File: src/design/cdte_pkg.sv
// shared types, constants and small tables for the civil date to epoch converter
package cdte_pkg;

  localparam logic [11:0] YEAR_MIN     = 12'd1970;
  localparam logic [11:0] YEAR_MAX     = 12'd2199;
  localparam logic [11:0] YEAR_NO_LEAP = 12'd2100;  // only century year in range that is not leap
  localparam logic [11:0] ERA5_START   = 12'd2000;
  localparam logic [11:0] ERA4_START   = 12'd1600;
  localparam logic [3:0]  MONTH_FEB    = 4'd2;
  localparam logic [3:0]  MONTH_DEC    = 4'd12;
  localparam logic [4:0]  HOUR_MAX     = 5'd23;
  localparam logic [5:0]  MINSEC_MAX   = 6'd59;

  localparam int DAYS_W  = 17;
  localparam int TOD_W   = 17;
  localparam int EPOCH_W = 34;
  localparam int QUOT_W  = 14;

  // era * 146097 - 719468, for era 5 and era 4, modulo 2^19
  localparam logic [18:0] DAY_OFS_ERA5 = 19'd11017;
  localparam logic [18:0] DAY_OFS_ERA4 = 19'd389208;  // -135080

  localparam logic [16:0] SECS_PER_DAY  = 17'd86400;
  localparam logic [16:0] SECS_PER_HOUR = 17'd3600;
  localparam logic [16:0] SECS_PER_MIN  = 17'd60;
  localparam logic [16:0] WDAY_SHIFT    = 17'd4;       // 1970-01-01 was a thursday
  localparam logic [17:0] RECIP_7       = 18'd149797;  // ceil(2^20 / 7)
  localparam int          RECIP_SH      = 20;

  typedef struct packed {
    logic        ok;
    logic        era5;
    logic [8:0]  yoe;
    logic [8:0]  doy;
    logic [TOD_W-1:0] tod;
  } cdte_s1_t;

  typedef struct packed {
    logic              ok;
    logic [DAYS_W-1:0] days;
    logic [TOD_W-1:0]  tod;
  } cdte_s2_t;

  typedef struct packed {
    logic               ok;
    logic [EPOCH_W-1:0] secs_day;
    logic [TOD_W-1:0]   tod;
    logic [DAYS_W-1:0]  wx;
    logic [QUOT_W-1:0]  quot;
  } cdte_s3_t;

  // days before the shifted month, march-based: (153*mp + 2) / 5
  function automatic logic [8:0] cum_days(input logic [3:0] mp);
    logic [8:0] r;
    case (mp)
      4'd0:    r = 9'd0;
      4'd1:    r = 9'd31;
      4'd2:    r = 9'd61;
      4'd3:    r = 9'd92;
      4'd4:    r = 9'd122;
      4'd5:    r = 9'd153;
      4'd6:    r = 9'd184;
      4'd7:    r = 9'd214;
      4'd8:    r = 9'd245;
      4'd9:    r = 9'd275;
      4'd10:   r = 9'd306;
      4'd11:   r = 9'd337;
      default: r = 9'd0;
    endcase
    return r;
  endfunction

  function automatic logic [4:0] month_len(input logic [3:0] m, input logic leap);
    logic [4:0] r;
    case (m)
      4'd2:    r = leap ? 5'd29 : 5'd28;
      4'd4:    r = 5'd30;
      4'd6:    r = 5'd30;
      4'd9:    r = 5'd30;
      4'd11:   r = 5'd30;
      default: r = 5'd31;
    endcase
    return r;
  endfunction

  // yoe / 100 for yoe below 400
  function automatic logic [1:0] div100(input logic [8:0] yoe);
    logic [1:0] r;
    if (yoe >= 9'd300) begin
      r = 2'd3;
    end else if (yoe >= 9'd200) begin
      r = 2'd2;
    end else if (yoe >= 9'd100) begin
      r = 2'd1;
    end else begin
      r = 2'd0;
    end
    return r;
  endfunction

endpackage

File: src/design/cdte_check.sv
// stage 1: field checks, era split, day of year and time of day
module cdte_check (
  input  logic                 clk,
  input  logic                 rst,
  input  logic                 in_valid,
  output logic                 in_ready,
  input  logic [11:0]          year,
  input  logic [3:0]           month,
  input  logic [4:0]           day,
  input  logic [4:0]           hour,
  input  logic [5:0]           minute,
  input  logic [5:0]           second,
  output logic                 out_valid,
  input  logic                 out_ready,
  output cdte_pkg::cdte_s1_t   out_data
);

  logic               valid;
  cdte_pkg::cdte_s1_t data;
  cdte_pkg::cdte_s1_t data_next;

  logic        leap;
  logic [4:0]  mlen;
  logic [11:0] yadj;
  logic [11:0] yoe_full;
  logic [3:0]  mp;

  always_comb begin
    leap = (year[1:0] == 2'b00) && (year != cdte_pkg::YEAR_NO_LEAP);
    mlen = cdte_pkg::month_len(month, leap);
    // jan and feb count as the end of the previous year
    yadj = (month <= cdte_pkg::MONTH_FEB) ? (year - 12'd1) : year;
    data_next.era5 = (yadj >= cdte_pkg::ERA5_START);
    yoe_full = data_next.era5 ? (yadj - cdte_pkg::ERA5_START) : (yadj - cdte_pkg::ERA4_START);
    data_next.yoe = yoe_full[8:0];
    mp = (month > cdte_pkg::MONTH_FEB) ? (month - 4'd3) : (month + 4'd9);
    data_next.doy = cdte_pkg::cum_days(mp) + 9'(day) - 9'd1;
    data_next.tod = 17'(hour) * cdte_pkg::SECS_PER_HOUR
                  + 17'(minute) * cdte_pkg::SECS_PER_MIN + 17'(second);
    data_next.ok = (year >= cdte_pkg::YEAR_MIN) && (year <= cdte_pkg::YEAR_MAX)
                && (month != 4'd0) && (month <= cdte_pkg::MONTH_DEC)
                && (day != 5'd0) && (day <= mlen)
                && (hour <= cdte_pkg::HOUR_MAX)
                && (minute <= cdte_pkg::MINSEC_MAX) && (second <= cdte_pkg::MINSEC_MAX);
  end

  assign in_ready = !valid || out_ready;

  always_ff @(posedge clk) begin
    if (rst) begin
      valid <= 1'b0;
    end else if (in_ready) begin
      valid <= in_valid;
    end
  end

  always_ff @(posedge clk) begin
    if (in_ready && in_valid) begin
      data <= data_next;
    end
  end

  assign out_valid = valid;
  assign out_data  = data;

endmodule

File: src/design/cdte_days.sv
// stage 2: day of era and days since the epoch
module cdte_days (
  input  logic               clk,
  input  logic               rst,
  input  logic               in_valid,
  output logic               in_ready,
  input  cdte_pkg::cdte_s1_t in_data,
  output logic               out_valid,
  input  logic               out_ready,
  output cdte_pkg::cdte_s2_t out_data
);

  logic               valid;
  cdte_pkg::cdte_s2_t data;
  cdte_pkg::cdte_s2_t data_next;

  logic [17:0] doe;
  logic [18:0] days_full;

  always_comb begin
    doe = 18'(in_data.yoe) * 18'd365 + 18'(in_data.yoe[8:2])
        - 18'(cdte_pkg::div100(in_data.yoe)) + 18'(in_data.doy);
    days_full = 19'(doe) + (in_data.era5 ? cdte_pkg::DAY_OFS_ERA5 : cdte_pkg::DAY_OFS_ERA4);
    data_next.ok   = in_data.ok;
    data_next.days = days_full[cdte_pkg::DAYS_W-1:0];
    data_next.tod  = in_data.tod;
  end

  assign in_ready = !valid || out_ready;

  always_ff @(posedge clk) begin
    if (rst) begin
      valid <= 1'b0;
    end else if (in_ready) begin
      valid <= in_valid;
    end
  end

  always_ff @(posedge clk) begin
    if (in_ready && in_valid) begin
      data <= data_next;
    end
  end

  assign out_valid = valid;
  assign out_data  = data;

endmodule

File: src/design/cdte_mul.sv
// stage 3: seconds of whole days and reciprocal multiply for the weekday
module cdte_mul (
  input  logic               clk,
  input  logic               rst,
  input  logic               in_valid,
  output logic               in_ready,
  input  cdte_pkg::cdte_s2_t in_data,
  output logic               out_valid,
  input  logic               out_ready,
  output cdte_pkg::cdte_s3_t out_data
);

  logic               valid;
  cdte_pkg::cdte_s3_t data;
  cdte_pkg::cdte_s3_t data_next;

  logic [34:0] qprod;

  always_comb begin
    data_next.ok       = in_data.ok;
    data_next.tod      = in_data.tod;
    data_next.secs_day = 34'(in_data.days) * 34'(cdte_pkg::SECS_PER_DAY);
    data_next.wx       = in_data.days + cdte_pkg::WDAY_SHIFT;
    // exact floor(wx / 7) for wx well below 2^18
    qprod              = 35'(data_next.wx) * 35'(cdte_pkg::RECIP_7);
    data_next.quot     = qprod[cdte_pkg::RECIP_SH +: cdte_pkg::QUOT_W];
  end

  assign in_ready = !valid || out_ready;

  always_ff @(posedge clk) begin
    if (rst) begin
      valid <= 1'b0;
    end else if (in_ready) begin
      valid <= in_valid;
    end
  end

  always_ff @(posedge clk) begin
    if (in_ready && in_valid) begin
      data <= data_next;
    end
  end

  assign out_valid = valid;
  assign out_data  = data;

endmodule

File: src/design/cdte_fin.sv
// stage 4: final add, weekday remainder and invalid masking into the output register
module cdte_fin (
  input  logic               clk,
  input  logic               rst,
  input  logic               in_valid,
  output logic               in_ready,
  input  cdte_pkg::cdte_s3_t in_data,
  output logic               out_valid,
  input  logic               out_ready,
  output logic               date_ok,
  output logic signed [33:0] epoch_seconds,
  output logic signed [3:0]  weekday
);

  logic              valid;
  logic              ok;
  logic [33:0]       epoch;
  logic [3:0]        wday;
  logic [33:0]       epoch_next;
  logic [3:0]        wday_next;
  logic [16:0]       rem;

  always_comb begin
    rem = in_data.wx - 17'(in_data.quot) * 17'd7;
    if (in_data.ok) begin
      epoch_next = in_data.secs_day + 34'(in_data.tod);
      wday_next  = {1'b0, rem[2:0]};
    end else begin
      epoch_next = '1;
      wday_next  = '1;
    end
  end

  assign in_ready = !valid || out_ready;

  always_ff @(posedge clk) begin
    if (rst) begin
      valid <= 1'b0;
    end else if (in_ready) begin
      valid <= in_valid;
    end
  end

  always_ff @(posedge clk) begin
    if (in_ready && in_valid) begin
      ok    <= in_data.ok;
      epoch <= epoch_next;
      wday  <= wday_next;
    end
  end

  assign out_valid     = valid;
  assign date_ok       = ok;
  assign epoch_seconds = signed'(epoch);
  assign weekday       = signed'(wday);

endmodule

File: src/design/civil_date_to_epoch_seconds.sv
// top level of the civil date to epoch seconds converter
//
//  channel  handshake              payload
//  req      req_valid / req_ready  year, month, day, hour, minute, second
//  rsp      rsp_valid / rsp_ready  date_ok, epoch_seconds, weekday
//
// four register stages, one beat per cycle sustained while rsp is not
// stalled; the depth is set by the chain of checks, day count, constant
// multiplies and final add
// every stage holds its own valid bit and loads when empty or when the
// stage after it moves, so bubbles close up while rsp is stalled
// rst is synchronous and clears only the valid bits; no other state is kept
module civil_date_to_epoch_seconds (
  input  logic               clk,
  input  logic               rst,
  // request channel
  input  logic               req_valid,
  output logic               req_ready,
  input  logic [11:0]        year,
  input  logic [3:0]         month,
  input  logic [4:0]         day,
  input  logic [4:0]         hour,
  input  logic [5:0]         minute,
  input  logic [5:0]         second,
  // response channel
  output logic               rsp_valid,
  input  logic               rsp_ready,
  output logic               date_ok,
  output logic signed [33:0] epoch_seconds,
  output logic signed [3:0]  weekday
);

  // stage handoff
  logic               s1_valid;
  logic               s1_ready;
  cdte_pkg::cdte_s1_t s1_data;
  logic               s2_valid;
  logic               s2_ready;
  cdte_pkg::cdte_s2_t s2_data;
  logic               s3_valid;
  logic               s3_ready;
  cdte_pkg::cdte_s3_t s3_data;

  // checks, era split (era 4 or 5 only), day of year, time of day
  cdte_check u_check (
    .clk       (clk),
    .rst       (rst),
    .in_valid  (req_valid),
    .in_ready  (req_ready),
    .year      (year),
    .month     (month),
    .day       (day),
    .hour      (hour),
    .minute    (minute),
    .second    (second),
    .out_valid (s1_valid),
    .out_ready (s1_ready),
    .out_data  (s1_data)
  );

  // day of era, then rebased to days since 1970-01-01
  cdte_days u_days (
    .clk       (clk),
    .rst       (rst),
    .in_valid  (s1_valid),
    .in_ready  (s1_ready),
    .in_data   (s1_data),
    .out_valid (s2_valid),
    .out_ready (s2_ready),
    .out_data  (s2_data)
  );

  // days times 86400, and the quotient by 7 for the weekday
  cdte_mul u_mul (
    .clk       (clk),
    .rst       (rst),
    .in_valid  (s2_valid),
    .in_ready  (s2_ready),
    .in_data   (s2_data),
    .out_valid (s3_valid),
    .out_ready (s3_ready),
    .out_data  (s3_data)
  );

  // add time of day, take the remainder, force all ones on a bad date
  cdte_fin u_fin (
    .clk           (clk),
    .rst           (rst),
    .in_valid      (s3_valid),
    .in_ready      (s3_ready),
    .in_data       (s3_data),
    .out_valid     (rsp_valid),
    .out_ready     (rsp_ready),
    .date_ok       (date_ok),
    .epoch_seconds (epoch_seconds),
    .weekday       (weekday)
  );

endmodule

File: config.mk
export PLATFORM = sky130hd
export DESIGN_NAME = civil_date_to_epoch_seconds
export DESIGN_NICKNAME = d
export VERILOG_FILES = /design/src/design/cdte_pkg.sv /design/src/design/cdte_check.sv /design/src/design/cdte_days.sv /design/src/design/cdte_mul.sv /design/src/design/cdte_fin.sv /design/src/design/civil_date_to_epoch_seconds.sv
export SDC_FILE = /design/constraint.sdc
export NUM_CORES = 1
export LEC_CHECK = 0
export ABC_CLOCK_PERIOD_IN_PS = 5800
export BUFFER_PORTS_ARGS = -buffer_cell sky130_fd_sc_hd__buf_2
export CAP_MARGIN = 20
export CORE_MARGIN = 2
export CORE_UTILIZATION = 50
export DETAILED_ROUTE_END_ITERATION = 7
export MAX_ROUTING_LAYER = met4
export PLACE_DENSITY = 0.75
export SLEW_MARGIN = 5
export SYNTH_ARGS = -nofsm -noshare
export SYNTH_HDL_FRONTEND = slang
export SYNTH_SLANG_ARGS = --single-unit
File: constraint.sdc
create_clock -name clk -period 5.8 [get_ports clk]
set_clock_uncertainty 0.15 [all_clocks]
set_input_delay 0.87 -clock clk [delete_from_list [all_inputs] [get_ports clk]]
set_output_delay 0.87 -clock clk [all_outputs]
set_load 0.005 [all_outputs]
==> metrics.md <==
| Metric | Value |
|---|---|
| Fin. max-slew vios | 0 |
| F_max | about 180 MHz |
| Post-synth ARST share | 0% |
| RSZ-0062 raised after global routing | yes |
| Design Area, Final | 0.01973 mm^2 |
| CP Class | flop to flop |
| CP startpoint kind | flop |
| WP data arrival | 5.68 ns |
| Max transition margin | 32.17% |
| Port bufs | 82 |
| Buffers & Inverters on Critical Path | 2 |
| Clk slew on worst S/H paths | roughly 0.090 ns |
| Total grt overflow | 0 |
| Fillers | between 2000 and 3000 |
| Sequential cell area | 0.004915 mm^2 |
| Final hold violations | 0 |
| Average vias per placed instance | 5.197 |
| CP endpoint kind | flop |
| CP max FO | 3 |
| Std-Cell Core Area | 0.03454 mm^2 |
| Mean Syn Cell Area | 10.61 um^2 |
| CP max-delay cell | fa_1 |
| Clock Tree Root | clkbuf_16 |
| Iter 0 DRT Violations | 485 |
| DRT Pass-1 Iters | 7 |
| Syn. warnings | 0 |
| Synthesized area | 0.01751 mm^2 |
| Initial antenna violation count | 0 |
| Gpl congestion | approximately 0.91 |
| Maxcap violations | 0 |
| Post-synth EDFFs | around 160 |
| Gr usage total | 19.37% |
| Tcrit/Tclk final | 97.47% |
| Total I/O pin count | 83 |
| Fin crit period | 5.653 ns |
| Most used DFF post-synth | edfxtp_1 |
| Min Hold Slack | 0.2706 ns |
| H-Tree Depth | 4 |
| Part of the Yosys area used for sequential elements | 28.07% |
| Number of setup violations in the final report | 0 |
| Net Count, Synth | 2164 |
| Multi-input gate area | 0.01131 mm^2 |
| Register bit total from synthesis | 165 |
| Largest net degree at the start of global routing | 51 |
| Final core utilization | 57.12% |
| Cts hold-fix bufs | 0 |
| Skew-Pair Late Insertion Delay | 0.44 ns |
| Area grow syn2layout | 12.68% |
| Status | completed |
| CTS Sinks | approximately 170 |
| TritonCTS clock tree | built |
| Worst slew pin tran | 1.015 ns |
| Die Wd | 191.1 um |
| Total wire length | 33360 um |
| Die Y-Extent | between 150 and 200 um |
| Kind of cell adding the most delay to the critical path | adder cells |
| Crit path top cell by count | fa_1 |
| Post-DRT Antenna Nets | 0 |
| Nets | 2309 |
| Die Area | roughly 0.037 mm^2 |
| Initial Util | 50.69% |
| Area after DPL | 0.01875 mm^2 |
| Netlist cell types | 70 |
| Vias | between 10000 and 15000 |
| Num CTS Buffers | 17 |
| Synth Instances | 1651 |
| Final HPWL DP | 27190 um |
| Share of layout cells above drive strength 1 | approximately an eighth |
| Routed WL per cell | 14.74 um |
| CTS Buffer Depth | 2 |
| # diodes | 0 |
| Number of global-route vias before repair | 12071 |
| Critical path cell sequence | ha_2, nand2_4, nor4_4, and2_4, nand4_1, xnor2_2, ha_4, xor2_1, ha_2, a21o_1, fa_1, inv_1, fa_1, fa_1, inv_1, fa_1, ha_2, or3_4, o211ai_1, nand2b_1, xor2_1 |
| Global-route wire length before repair | 55720 um |
| CP Data Required Time | between 5 and 6 ns |
| Max incr delay on CP | ~0.52 ns |
| Residual DRC | 0 |
| Hold Path Class | flop to flop |
| Rows | between 60 and 70 |
-- layer usage --
metal,vias to the layer above,global-route usage [%],wire length [um]
met5,-,-,0
li1,5818,-,-
met4,0,4.793,596
met1,5718,23.40,14350
met2,188,34.27,17390
met3,42,2.552,1024
-- worst reg2reg max path: cells and delay by family (launching register included) --
family                   cells  cell delay (ns)
AO/OA/AOI/OAI                2             0.45
XOR/XNOR                     3             0.53
adder cells (fa/ha/maj)      8             2.74
buffers and inverters        2             0.10
flip-flops                   1             0.38
AND/OR/NAND/NOR              6             1.03
-- what timing repair did --
item,4_1_cts,5_1_grt
setup endpoints to repair,2,8
pin swaps,7,27
gates resized for setup,12,22
buffers inserted,3,16
-- placed cells by master (no fill, tap or decap), drive strengths merged, types with 5 or more instances in the layout --
master and n:
inv 384, ha 322, edfxtp 161, fa 149
buf 141, xnor2 104, nand2 68, a21oi 66
nor2 45, o21ai 37, a21o 31, nand3 27
xor2 25, nor3 23, nand2b 19, clkbuf 17
nand4 15, and3 15, nor2b 15, a211oi 15
o21a 14, a31oi 12, o21bai 9, clkinv 8
o211ai 7, or2 6, or3 6, a31o 5
nor4 5
-- path summary, 6_finish.rpt --
path	startpoint	end	slack [ns]	depth (start not counted)
worst max-delay path	u_days.out_data[20]	u_mul.out_data[1]	0.15	21
worst min-delay path	u_check.out_data[36]	u_days.out_data[34]	0.27	0
worst max register to register	u_days.out_data[20]	u_mul.out_data[1]	0.15	21
worst min register to register	u_check.out_data[36]	u_days.out_data[34]	0.27	0
-- metrics by stage --
stage | instances | setup WS, ns | setup TNS [ns]
floorplan | 1651 | 0.02302 | 0
global placement | 2211 | 0.08179 | 0
detailed placement | 2211 | -0.2399 | -0.3869
CTS | 2246 | 0.002141 | 0
global route | 2264 | -0.08575 | -0.1279
finish | 2264 | 0.1467 | 0
-- synthesized netlist by cell type, types with 24 or more instances --
cell type	n	area share (%)
a21oi_1	65	1.9
xor2_1	25	1.3
edfxtp_1	161	28
o21ai_0	35	1.0
a21o_1	31	1.3
inv_1	376	8.1
nand3_1	24	0.69
nor2_1	45	0.96
ha_1	322	23
nand2_1	68	1.5
xnor2_1	104	5.2
fa_1	149	17
-- cell type report --
type / instances / share of cell area, %
multi-input combinational: 1094 / 57.32
sequential: 165 / 24.91
inverter: 377 / 7.172
timing repair buffer: 141 / 4.471
tap: 455 / 2.885
clock buffer: 17 / 2.156
clock inverter: 15 / 1.084
-- cells by family after synthesis --
family	count (synthesis)	synth area share, %
buffers and inverters	392	8.446
xor gates and xnor gates	129	6.453
and+or+nand+nor	261	7.853
muxes	5	0.2930
adders and majority gates	471	40.05
DFF	165	28.07
AOI/OAI and AO/OA	228	8.840
-- state kept, by name, summed over array words and instances (netlist names) --
name                 cells
u_check.out_data        37
u_check.out_valid        1
u_days.out_data         35
u_days.out_valid         1
u_fin.date_ok            1
u_fin.epoch_seconds     34
u_fin.out_valid          1
u_fin.weekday            4
u_mul.out_data          50
u_mul.out_valid          1
Power is not shown: default switching activity piles up to over one toggle a cycle in this logic, so the estimate is an artifact.
